$ cat config.mk
export PLATFORM = sky130hd
export DESIGN_NAME = biquad_lowpass_filter
export DESIGN_NICKNAME = d
export VERILOG_FILES = /design/src/hdl/biq_pkg.sv /design/src/hdl/biq_cfg.sv /design/src/hdl/biq_mac.sv /design/src/hdl/biquad_lowpass_filter.sv
export SDC_FILE = /design/constraint.sdc
export NUM_CORES = 2
export LEC_CHECK = 0
export ABC_AREA = 1
export BUFFER_PORTS_ARGS = -buffer_cell sky130_fd_sc_hd__buf_2
export CORE_MARGIN = 2
export CORE_UTILIZATION = 30
export CTS_CLUSTER_DIAMETER = 150
export DETAILED_ROUTE_END_ITERATION = 8
export PLACE_DENSITY = 0.44
export SYNTH_ARGS = -nofsm -noshare
export SYNTH_HDL_FRONTEND = slang
export SYNTH_SLANG_ARGS = --single-unit
$ cat constraint.sdc
create_clock -name clk_i -period 10.4 [get_ports clk_i]
set_input_delay 0.52 -clock clk_i [delete_from_list [all_inputs] [get_ports clk_i]]
set_output_delay 0.52 -clock clk_i [all_outputs]
set_load 0.01 [all_outputs]
$ cat src/hdl/biq_pkg.sv
// shared types and constants of the biquad low-pass filter
`timescale 1ns / 1ps

package biq_pkg;

  // digit width of the serial multiplier
  localparam int DIGIT_W = 4;

  // gain formats
  localparam int IN_GAIN_W  = 16;
  localparam int OUT_GAIN_W = 24;
  localparam int IN_FRAC    = 15;
  localparam int OUT_FRAC   = 20;

  // number of filter taps
  localparam int NUM_TAPS = 5;

  // register reset values that do not depend on the coefficient width
  localparam logic [IN_GAIN_W-1:0]  IN_GAIN_RST  = 16'd32768;
  localparam logic [OUT_GAIN_W-1:0] OUT_GAIN_RST = 24'd1048576;

  // configuration register indexes
  localparam int REG_IDX_W = 3;
  localparam logic [REG_IDX_W-1:0] REG_FF0      = 3'd0;
  localparam logic [REG_IDX_W-1:0] REG_FF1      = 3'd1;
  localparam logic [REG_IDX_W-1:0] REG_FF2      = 3'd2;
  localparam logic [REG_IDX_W-1:0] REG_FB1      = 3'd3;
  localparam logic [REG_IDX_W-1:0] REG_FB2      = 3'd4;
  localparam logic [REG_IDX_W-1:0] REG_IN_GAIN  = 3'd5;
  localparam logic [REG_IDX_W-1:0] REG_OUT_GAIN = 3'd6;

  // tap selection codes
  localparam int TAP_W = 3;
  localparam logic [TAP_W-1:0] TAP_FF0 = 3'd0;
  localparam logic [TAP_W-1:0] TAP_FF1 = 3'd1;
  localparam logic [TAP_W-1:0] TAP_FF2 = 3'd2;
  localparam logic [TAP_W-1:0] TAP_FB1 = 3'd3;
  localparam logic [TAP_W-1:0] TAP_FB2 = 3'd4;

  // sequencer states
  typedef enum logic [7:0] {
    S_IDLE     = 8'b0000_0001,
    S_LD_GAIN  = 8'b0000_0010,
    S_RUN_GAIN = 8'b0000_0100,
    S_LD_TAP   = 8'b0000_1000,
    S_RUN_TAP  = 8'b0001_0000,
    S_LD_OUT   = 8'b0010_0000,
    S_RUN_OUT  = 8'b0100_0000,
    S_FIN      = 8'b1000_0000
  } state_e;

  // commands to the serial multiply-accumulate unit
  typedef struct packed {
    logic load;      // take new operands
    logic load_acc;  // preset the accumulator with the rounding constant
  } mac_cmd_t;

  // status of the serial multiply-accumulate unit
  typedef struct packed {
    logic busy;
    logic done;      // one cycle, accumulator holds the finished sum
  } mac_sts_t;

endpackage

$ cat src/hdl/biq_cfg.sv
// apb register file holding the filter coefficients and gains
`timescale 1ns / 1ps

module biq_cfg import biq_pkg::*; #(
  parameter int COEF_BITS = 32
) (
  input  logic                        clk_i,
  input  logic                        rst_ni,
  input  logic                        psel,
  input  logic                        penable,
  input  logic                        pwrite,
  input  logic [4:0]                  paddr,
  input  logic [31:0]                 pwdata,
  output logic [31:0]                 prdata,
  output logic                        pready,
  output logic signed [COEF_BITS-1:0] coef_ff0_o,
  output logic signed [COEF_BITS-1:0] coef_ff1_o,
  output logic signed [COEF_BITS-1:0] coef_ff2_o,
  output logic signed [COEF_BITS-1:0] coef_fb1_o,
  output logic signed [COEF_BITS-1:0] coef_fb2_o,
  output logic [IN_GAIN_W-1:0]        in_gain_o,
  output logic [OUT_GAIN_W-1:0]       out_gain_o
);

  localparam logic [COEF_BITS-1:0] FF0_RST = {2'b01, {(COEF_BITS-2){1'b0}}};

  logic signed [COEF_BITS-1:0] ff0_q, ff1_q, ff2_q, fb1_q, fb2_q;
  logic [IN_GAIN_W-1:0]        in_gain_q;
  logic [OUT_GAIN_W-1:0]       out_gain_q;
  logic [REG_IDX_W-1:0]        idx;
  logic                        wr_en;

  assign idx    = paddr[4:2];
  assign wr_en  = psel & penable & pwrite;
  assign pready = 1'b1;

  // register writes
  always_ff @(posedge clk_i or negedge rst_ni) begin
    if (!rst_ni) begin
      ff0_q      <= FF0_RST;
      ff1_q      <= '0;
      ff2_q      <= '0;
      fb1_q      <= '0;
      fb2_q      <= '0;
      in_gain_q  <= IN_GAIN_RST;
      out_gain_q <= OUT_GAIN_RST;
    end else if (wr_en) begin
      case (idx)
        REG_FF0:      ff0_q      <= pwdata[COEF_BITS-1:0];
        REG_FF1:      ff1_q      <= pwdata[COEF_BITS-1:0];
        REG_FF2:      ff2_q      <= pwdata[COEF_BITS-1:0];
        REG_FB1:      fb1_q      <= pwdata[COEF_BITS-1:0];
        REG_FB2:      fb2_q      <= pwdata[COEF_BITS-1:0];
        REG_IN_GAIN:  in_gain_q  <= pwdata[IN_GAIN_W-1:0];
        REG_OUT_GAIN: out_gain_q <= pwdata[OUT_GAIN_W-1:0];
        default: ;
      endcase
    end
  end

  // read mux, coefficients sign extended
  always_comb begin
    case (idx)
      REG_FF0:      prdata = 32'(ff0_q);
      REG_FF1:      prdata = 32'(ff1_q);
      REG_FF2:      prdata = 32'(ff2_q);
      REG_FB1:      prdata = 32'(fb1_q);
      REG_FB2:      prdata = 32'(fb2_q);
      REG_IN_GAIN:  prdata = 32'(in_gain_q);
      REG_OUT_GAIN: prdata = 32'(out_gain_q);
      default:      prdata = '0;
    endcase
  end

  assign coef_ff0_o = ff0_q;
  assign coef_ff1_o = ff1_q;
  assign coef_ff2_o = ff2_q;
  assign coef_fb1_o = fb1_q;
  assign coef_fb2_o = fb2_q;
  assign in_gain_o  = in_gain_q;
  assign out_gain_o = out_gain_q;

endmodule

$ cat src/hdl/biq_mac.sv
// digit-serial signed multiply-accumulate unit
`timescale 1ns / 1ps

module biq_mac import biq_pkg::*; #(
  parameter int A_W   = 32,
  parameter int DIG_N = 8,
  parameter int ACC_W = 67
) (
  input  logic                           clk_i,
  input  logic                           rst_ni,
  input  mac_cmd_t                       cmd_i,
  input  logic signed [A_W-1:0]          a_i,
  input  logic [DIG_N*DIGIT_W-1:0]       b_i,
  input  logic signed [ACC_W-1:0]        acc_init_i,
  output mac_sts_t                       sts_o,
  output logic signed [ACC_W-1:0]        acc_o
);

  localparam int B_W   = DIG_N * DIGIT_W;
  localparam int CNT_W = $clog2(DIG_N);

  logic signed [ACC_W-1:0] m_q, acc_q, pp;
  logic [B_W-1:0]          b_q;
  logic [CNT_W-1:0]        cnt_q;
  logic                    busy_q, done_q;
  logic                    last;
  logic [DIGIT_W:0]        dig;

  // low digit of the multiplier, the top digit carries the sign
  assign last = (cnt_q == '0);
  assign dig  = {last & b_q[DIGIT_W-1], b_q[DIGIT_W-1:0]};

  // partial product of the shifted multiplicand and one digit
  always_comb begin
    pp = '0;
    for (int j = 0; j < DIGIT_W; j++) begin
      if (dig[j]) pp = pp + (m_q <<< j);
    end
    if (dig[DIGIT_W]) pp = pp - (m_q <<< DIGIT_W);
  end

  // operand shift registers and accumulator
  always_ff @(posedge clk_i) begin
    if (cmd_i.load) begin
      m_q <= ACC_W'(a_i);
      b_q <= b_i;
      if (cmd_i.load_acc) acc_q <= acc_init_i;
    end else if (busy_q) begin
      acc_q <= acc_q + pp;
      m_q   <= m_q <<< DIGIT_W;
      b_q   <= b_q >> DIGIT_W;
    end
  end

  // digit counter
  always_ff @(posedge clk_i or negedge rst_ni) begin
    if (!rst_ni) begin
      busy_q <= 1'b0;
      done_q <= 1'b0;
      cnt_q  <= '0;
    end else begin
      done_q <= 1'b0;
      if (cmd_i.load) begin
        busy_q <= 1'b1;
        cnt_q  <= CNT_W'(DIG_N - 1);
      end else if (busy_q) begin
        cnt_q <= cnt_q - 1'b1;
        if (last) begin
          busy_q <= 1'b0;
          done_q <= 1'b1;
        end
      end
    end
  end

  assign sts_o.busy = busy_q;
  assign sts_o.done = done_q;
  assign acc_o      = acc_q;

endmodule

$ cat src/hdl/biquad_lowpass_filter.sv
// biquad low-pass filter top level: sequencer, history and output register
// Direct Form I second-order IIR filter for signed audio samples.
// Input beats arrive on in_valid_i / in_ready_o with sample_in_i; each
// produces exactly one output beat on out_valid_o / out_ready_i with
// sample_out_o. Coefficients and gains go over the APB port (index i
// at byte address 4*i); the user must write them only while no beat is
// in flight, which the block itself does not enforce. One shared
// digit-serial multiplier does all seven products in turn (input gain,
// five taps, output gain), each as a load state and then a run state
// over N digits of 4 bits, N = ceil(max(COEF_BITS, 25) / 4), 8 by
// default; one item is processed at a time.
// in_ready_o is high whenever the sequencer is idle, so the next beat is
// taken while a finished result still waits in the output register.
// If the receiver stalls, a second finished result waits in the
// sequencer until the output register frees.
// Reset clears the history to zero, loads the default coefficients
// (unity pass-through) and drops out_valid_o.
`timescale 1ns / 1ps

module biquad_lowpass_filter import biq_pkg::*; #(
  parameter int SAMPLE_BITS = 24,
  parameter int COEF_BITS   = 32
) (
  input  logic                          clk_i,
  input  logic                          rst_ni,
  input  logic                          in_valid_i,
  output logic                          in_ready_o,
  input  logic signed [SAMPLE_BITS-1:0] sample_in_i,
  output logic                          out_valid_o,
  input  logic                          out_ready_i,
  output logic signed [SAMPLE_BITS-1:0] sample_out_o,
  input  logic                          psel,
  input  logic                          penable,
  input  logic                          pwrite,
  input  logic [4:0]                    paddr,
  input  logic [31:0]                   pwdata,
  output logic [31:0]                   prdata,
  output logic                          pready
);

  localparam int HO_W  = SAMPLE_BITS + 8;
  localparam int GN_W  = SAMPLE_BITS + 2;
  localparam int BW0   = (COEF_BITS > OUT_GAIN_W) ? COEF_BITS : OUT_GAIN_W + 1;
  localparam int DIG_N = (BW0 + DIGIT_W - 1) / DIGIT_W;
  localparam int B_W   = DIG_N * DIGIT_W;
  localparam int ACC_W = HO_W + B_W + 3;
  localparam int FILT_FRAC = COEF_BITS - 2;

  localparam logic signed [ACC_W-1:0] RND_IN   = ACC_W'(1) << (IN_FRAC - 1);
  localparam logic signed [ACC_W-1:0] RND_FILT = ACC_W'(1) << (FILT_FRAC - 1);
  localparam logic signed [ACC_W-1:0] RND_OUT  = ACC_W'(1) << (OUT_FRAC - 1);

  localparam logic signed [HO_W-1:0] HO_MAX = {1'b0, {(HO_W-1){1'b1}}};
  localparam logic signed [HO_W-1:0] HO_MIN = {1'b1, {(HO_W-1){1'b0}}};
  localparam logic signed [SAMPLE_BITS-1:0] SMP_MAX = {1'b0, {(SAMPLE_BITS-1){1'b1}}};
  localparam logic signed [SAMPLE_BITS-1:0] SMP_MIN = {1'b1, {(SAMPLE_BITS-1){1'b0}}};

  logic signed [COEF_BITS-1:0] coef_ff0, coef_ff1, coef_ff2, coef_fb1, coef_fb2;
  logic [IN_GAIN_W-1:0]        in_gain;
  logic [OUT_GAIN_W-1:0]       out_gain;

  state_e state_q, state_d;
  logic [TAP_W-1:0] tap_q, tap_d;

  logic signed [SAMPLE_BITS-1:0] sample_q;
  logic signed [GN_W-1:0]        gained_q;
  logic signed [GN_W-1:0]        hist_in1_q, hist_in2_q;
  logic signed [HO_W-1:0]        hist_out1_q, hist_out2_q;
  logic signed [SAMPLE_BITS-1:0] out_q;
  logic                          out_valid_q;

  mac_cmd_t                mac_cmd;
  mac_sts_t                mac_sts;
  logic signed [HO_W-1:0]  mac_a;
  logic [B_W-1:0]          mac_b;
  logic signed [ACC_W-1:0] mac_init, mac_acc;

  logic signed [ACC_W-1:0] gain_sh, filt_sh, out_sh;
  logic signed [HO_W-1:0]  y_sat;
  logic signed [SAMPLE_BITS-1:0] o_sat;
  logic                    out_free;
  logic                    in_fire;

  biq_cfg #(
    .COEF_BITS (COEF_BITS)
  ) u_cfg (
    .clk_i      (clk_i),
    .rst_ni     (rst_ni),
    .psel       (psel),
    .penable    (penable),
    .pwrite     (pwrite),
    .paddr      (paddr),
    .pwdata     (pwdata),
    .prdata     (prdata),
    .pready     (pready),
    .coef_ff0_o (coef_ff0),
    .coef_ff1_o (coef_ff1),
    .coef_ff2_o (coef_ff2),
    .coef_fb1_o (coef_fb1),
    .coef_fb2_o (coef_fb2),
    .in_gain_o  (in_gain),
    .out_gain_o (out_gain)
  );

  biq_mac #(
    .A_W   (HO_W),
    .DIG_N (DIG_N),
    .ACC_W (ACC_W)
  ) u_mac (
    .clk_i      (clk_i),
    .rst_ni     (rst_ni),
    .cmd_i      (mac_cmd),
    .a_i        (mac_a),
    .b_i        (mac_b),
    .acc_init_i (mac_init),
    .sts_o      (mac_sts),
    .acc_o      (mac_acc)
  );

  assign in_ready_o = (state_q == S_IDLE);
  assign in_fire    = in_valid_i & in_ready_o;
  assign out_free   = ~out_valid_q | out_ready_i;

  // rounding shifts and saturation of the accumulator
  assign gain_sh = mac_acc >>> IN_FRAC;
  assign filt_sh = mac_acc >>> FILT_FRAC;
  assign out_sh  = mac_acc >>> OUT_FRAC;

  always_comb begin
    if (&filt_sh[ACC_W-1:HO_W-1] || ~|filt_sh[ACC_W-1:HO_W-1]) begin
      y_sat = filt_sh[HO_W-1:0];
    end else if (filt_sh[ACC_W-1]) begin
      y_sat = HO_MIN;
    end else begin
      y_sat = HO_MAX;
    end
  end

  always_comb begin
    if (&out_sh[ACC_W-1:SAMPLE_BITS-1] || ~|out_sh[ACC_W-1:SAMPLE_BITS-1]) begin
      o_sat = out_sh[SAMPLE_BITS-1:0];
    end else if (out_sh[ACC_W-1]) begin
      o_sat = SMP_MIN;
    end else begin
      o_sat = SMP_MAX;
    end
  end

  // operand selection for the multiplier
  always_comb begin
    mac_cmd  = '0;
    mac_a    = HO_W'(sample_q);
    mac_b    = B_W'(in_gain);
    mac_init = RND_IN;
    case (state_q)
      S_LD_GAIN: begin
        mac_cmd.load     = 1'b1;
        mac_cmd.load_acc = 1'b1;
      end
      S_LD_TAP: begin
        mac_cmd.load     = 1'b1;
        mac_cmd.load_acc = (tap_q == TAP_FF0);
        mac_init         = RND_FILT;
      end
      S_LD_OUT: begin
        mac_cmd.load     = 1'b1;
        mac_cmd.load_acc = 1'b1;
        mac_init         = RND_OUT;
        mac_a            = hist_out1_q;
        mac_b            = B_W'(out_gain);
      end
      default: ;
    endcase
    if (state_q == S_LD_TAP) begin
      case (tap_q)
        TAP_FF0: begin
          mac_a = HO_W'(gained_q);
          mac_b = B_W'(coef_ff0);
        end
        TAP_FF1: begin
          mac_a = HO_W'(hist_in1_q);
          mac_b = B_W'(coef_ff1);
        end
        TAP_FF2: begin
          mac_a = HO_W'(hist_in2_q);
          mac_b = B_W'(coef_ff2);
        end
        TAP_FB1: begin
          mac_a = hist_out1_q;
          mac_b = B_W'(coef_fb1);
        end
        TAP_FB2: begin
          mac_a = hist_out2_q;
          mac_b = B_W'(coef_fb2);
        end
        default: ;
      endcase
    end
  end

  // sequencer next state
  always_comb begin
    state_d = state_q;
    tap_d   = tap_q;
    case (state_q)
      S_IDLE:     if (in_fire) state_d = S_LD_GAIN;
      S_LD_GAIN:  state_d = S_RUN_GAIN;
      S_RUN_GAIN: begin
        if (mac_sts.done) begin
          state_d = S_LD_TAP;
          tap_d   = TAP_FF0;
        end
      end
      S_LD_TAP:   state_d = S_RUN_TAP;
      S_RUN_TAP: begin
        if (mac_sts.done) begin
          if (tap_q == TAP_FB2) begin
            state_d = S_LD_OUT;
          end else begin
            state_d = S_LD_TAP;
            tap_d   = tap_q + 1'b1;
          end
        end
      end
      S_LD_OUT:   state_d = S_RUN_OUT;
      S_RUN_OUT:  if (mac_sts.done) state_d = S_FIN;
      S_FIN:      if (out_free) state_d = S_IDLE;
      default:    state_d = S_IDLE;
    endcase
  end

  always_ff @(posedge clk_i or negedge rst_ni) begin
    if (!rst_ni) begin
      state_q <= S_IDLE;
      tap_q   <= TAP_FF0;
    end else begin
      state_q <= state_d;
      tap_q   <= tap_d;
    end
  end

  // input sample and gained sample
  always_ff @(posedge clk_i) begin
    if (in_fire) sample_q <= sample_in_i;
    if (state_q == S_RUN_GAIN && mac_sts.done) gained_q <= gain_sh[GN_W-1:0];
  end

  // filter history, shifted once the fifth tap is summed
  always_ff @(posedge clk_i or negedge rst_ni) begin
    if (!rst_ni) begin
      hist_in1_q  <= '0;
      hist_in2_q  <= '0;
      hist_out1_q <= '0;
      hist_out2_q <= '0;
    end else if (state_q == S_RUN_TAP && mac_sts.done && tap_q == TAP_FB2) begin
      hist_in2_q  <= hist_in1_q;
      hist_in1_q  <= gained_q;
      hist_out2_q <= hist_out1_q;
      hist_out1_q <= y_sat;
    end
  end

  // output register
  always_ff @(posedge clk_i or negedge rst_ni) begin
    if (!rst_ni) begin
      out_valid_q <= 1'b0;
    end else if (state_q == S_FIN && out_free) begin
      out_valid_q <= 1'b1;
    end else if (out_ready_i) begin
      out_valid_q <= 1'b0;
    end
  end

  always_ff @(posedge clk_i) begin
    if (state_q == S_FIN && out_free) out_q <= o_sat;
  end

  assign out_valid_o  = out_valid_q;
  assign sample_out_o = out_q;

  // checks
  default disable iff (!rst_ni);

  a_idle_mac_quiet: assert property (@(posedge clk_i) in_ready_o |-> !mac_sts.busy)
    else $error("multiplier busy while sequencer idle");

  a_done_in_run: assert property (@(posedge clk_i)
    mac_sts.done |-> (state_q == S_RUN_GAIN || state_q == S_RUN_TAP ||
                      state_q == S_RUN_OUT))
    else $error("multiplier finished outside a run state");

  a_out_from_fin: assert property (@(posedge clk_i)
    $rose(out_valid_o) |-> $past(state_q) == S_FIN)
    else $error("output beat raised without a finished item");

  a_accept_starts: assert property (@(posedge clk_i)
    in_fire |=> (state_q == S_LD_GAIN && mac_cmd.load))
    else $error("accepted beat did not start the gain product");

endmodule

==> impl_metrics.toml <==
[timing]
fin_crit_sh_pct = 97.1
hold_slack_ns = 0.0426
worst_pin_slew_ns = 1.15
rsz0062_at_grt = "yes"
final-setup-viol-count = 0
hold_violations = 0
fin_crit_ns = 10.10
drv_slew = 0
fmax_ghz = 0.0991
relSlewSlack_pct = 23.4
fin_skew_ns = 0.0383

[die]
core_area_um2 = 165000
rows = 149
io_pins = 127
chipWidth_um = 412
die_h_um = 412
initial_core_util_pct = 30.3
die_area_um2 = 170000

[synthesis]
seq_area_frac_synth_pct = 31.1
synth.distinct_cells = 70
ys.flop_type = "dfrtp_1"
async_reset_ff_share_pct = 58.1
synth_edf_count = 240
yosys_warnings = 0
ys_ff_latch = 573
syn_area_um2 = 50000
synth_fp_nets = 7751
synth.avg_cell_area_um2 = 6.80
syn_inst = 7354

[route]
routed_wl_mm = 229
vias_per_cell = 5.07
drc = 0
drt-initial-drc-count = 4838
wl_per_cell_um = 20.4
first_pass_iters = 6
vias = 56900
ant_nets = 0

[clock_network]
cts_buffers = 69
cts_sinks = 573
clk_pin_slew_ns = 0.06
clock_latency_ns = 0.69
cts_root_buf = "clkbuf_16"
h-tree-depth = 3
cts_tree = "done"
clock_path_buffers = 3

[worst_setup_path]
required_ns = 10.85
worstSetupStartpointType = "flip-flop"
max_stage_delay_ns = 0.46
arrival_ns = 10.54
worst-setup-path-type = "flip-flop to flip-flop"
critPathMaxFanout = 25
cpMostUsedCell = "buf_4"
rrSetupSlack_ns = 0.30
critPathSlowestCell = "o211ai_1"
worstSetupEndpointType = "flip-flop"

[placement]
gp_congestion = 0.942
dp_hpwl_mm = 176
portBuffers = 123

[grt]
gr-usage-all-layers_pct = 26.0
antenna_found_initial = 11
grt_first_pass_wirelength_mm = 335
gr-total-overflow = 0
grt_pass1_vias = 54400
grt_max_degree = 155

[hold_path]
hp-class = "input pin to flip-flop"

[final_layout]
nets = 9357
final_layout_size_suffix_gt1_share_pct = 31.5
fill_cells = 17200
regArea_um2 = 15500
multi_input_area_um2 = 34300
syn_to_final_growth_pct = 44.5

[flow_run]
max_cap_viol_count = 0

[status]
outcome = "complete, no violations"
Yosys cell counts, types with 59 or more instances:
| master | count | area share, % |
|---|---|---|
| a21oi_1 | 581 | 5.8 |
| a221oi_1 | 60 | 1.1 |
| a31oi_1 | 158 | 2.0 |
| clkbuf_1 | 178 | 1.3 |
| dfrtp_1 | 329 | 16 |
| edfxtp_1 | 240 | 14 |
| ha_1 | 324 | 8.1 |
| inv_1 | 1121 | 8.4 |
| nand2_1 | 1704 | 13 |
| nand3_1 | 323 | 3.2 |
| nor2_1 | 580 | 4.4 |
| o21ai_0 | 783 | 7.8 |
| o21ai_1 | 59 | 0.59 |
| o22ai_1 | 76 | 0.95 |
| xnor2_1 | 73 | 1.3 |
| xor2_1 | 92 | 1.6 |
metal layers:
metal	wire length, um	vias up	track usage, %
met5	0	-	0
met4	5570	0	6.90
met3	12500	227	2.36
met2	99400	1611	39.6
met1	112000	27100	38.8
li1	-	27900	-
metrics by stage:
step	instance area (um2)	setup slack, ns	utilization (%)	TNS [ns]	std cells
after detailed placement	64000	-0.792	38.8	-4.79	11000
after global routing	72300	-0.282	43.7	-1.37	11200
after CTS	67400	0.0109	40.8	0	11100
final	72300	0.305	43.7	0	11200
after floorplan	50000	0.770	-	0	7354
after global placement	64000	-0.853	38.8	-5.88	11000
cell type report:
cell class / instances / area share, %
clock buffer: 107 / 2.84
inverter: 1140 / 5.93
multi-input combinational: 5416 / 47.4
clock inverter: 20 / 0.326
sequential: 573 / 21.5
tap: 2189 / 3.79
timing repair buffer: 1760 / 18.1
antenna: 4 / 0.0139
sequential cells by signal (all words and copies together), names as in the netlist, 26 cells and up:
register          cells
hist_in1_q           26
u_mac.b_q            32
gained_q             26
hist_out1_q          32
u_mac.m_q            67
u_cfg.coef_ff1_o     32
u_mac.acc_o          67
hist_in2_q           26
hist_out2_q          32
u_cfg.coef_ff0_o     32
u_cfg.coef_fb1_o     32
u_cfg.coef_ff2_o     32
u_cfg.coef_fb2_o     32
placed cells by master, fill, tap and decap left out, types with 119 or more instances in the layout:
| master | instances |
|---|---|
| dfrtp_1 | 329 |
| buf_4 | 1597 |
| nand2_2 | 127 |
| buf_2 | 122 |
| ha_4 | 119 |
| ha_1 | 192 |
| o21ai_0 | 662 |
| a21oi_2 | 140 |
| nand3_1 | 294 |
| a21oi_1 | 428 |
| inv_1 | 1076 |
| edfxtp_1 | 240 |
| nand2_1 | 1584 |
| nor2_1 | 454 |
kinds of logic (layout without fill, tap and decap cells):
logic type / Yosys count / count (layout) / synth area share (%)
other: 1 / 5 / 0.00750
buffers and inverters: 1365 / 3027 / 10.4
muxes: 7 / 7 / 0.155
AOI/OAI and AO/OA: 2037 / 2037 / 23.3
and+or+nand+nor: 2877 / 2877 / 23.9
xor gates and xnor gates: 165 / 165 / 2.89
DFF: 573 / 573 / 31.1
adders and majority gates: 329 / 329 / 8.31
critical path, delay by kind of cell, from the launching register on:
kind | cells | cell delay, ns
buf+inv | 17 | 2.24
xor+xnor | 3 | 0.48
flops | 1 | 0.40
fa+ha+maj | 5 | 1.30
compound gates | 20 | 3.34
simple gates | 20 | 2.09
worst paths after layout:
check	endpoint	startpoint	cells past startpoint
max in group asynchronous	u_cfg.coef_ff1_o[18]	rst_ni	4
setup / recovery	u_mac.acc_o[66]	u_mac.b_q[0]	65
min in group asynchronous	tap_q[0]	rst_ni	2
hold / removal	sample_q[15]	sample_in_i[15]	1
hold reg to reg	u_cfg.coef_ff2_o[12]	u_cfg.coef_ff2_o[12]	2
setup reg to reg	u_mac.acc_o[66]	u_mac.b_q[0]	65
timing repair:
action / in CTS / in global routing
gates resized for setup: 174 / 944
hold buffers: 24 / 0
endpoints found under the hold margin: 122 / 0
gates cloned: 0 / 1
setup buffers: 12 / 83
endpoints found under the setup margin: 16 / 41
pin swaps: 29 / 269
Power is left out: the tool's default activity adds up to more than one toggle a clock period on the data nets, which glitch-free logic cannot reach.
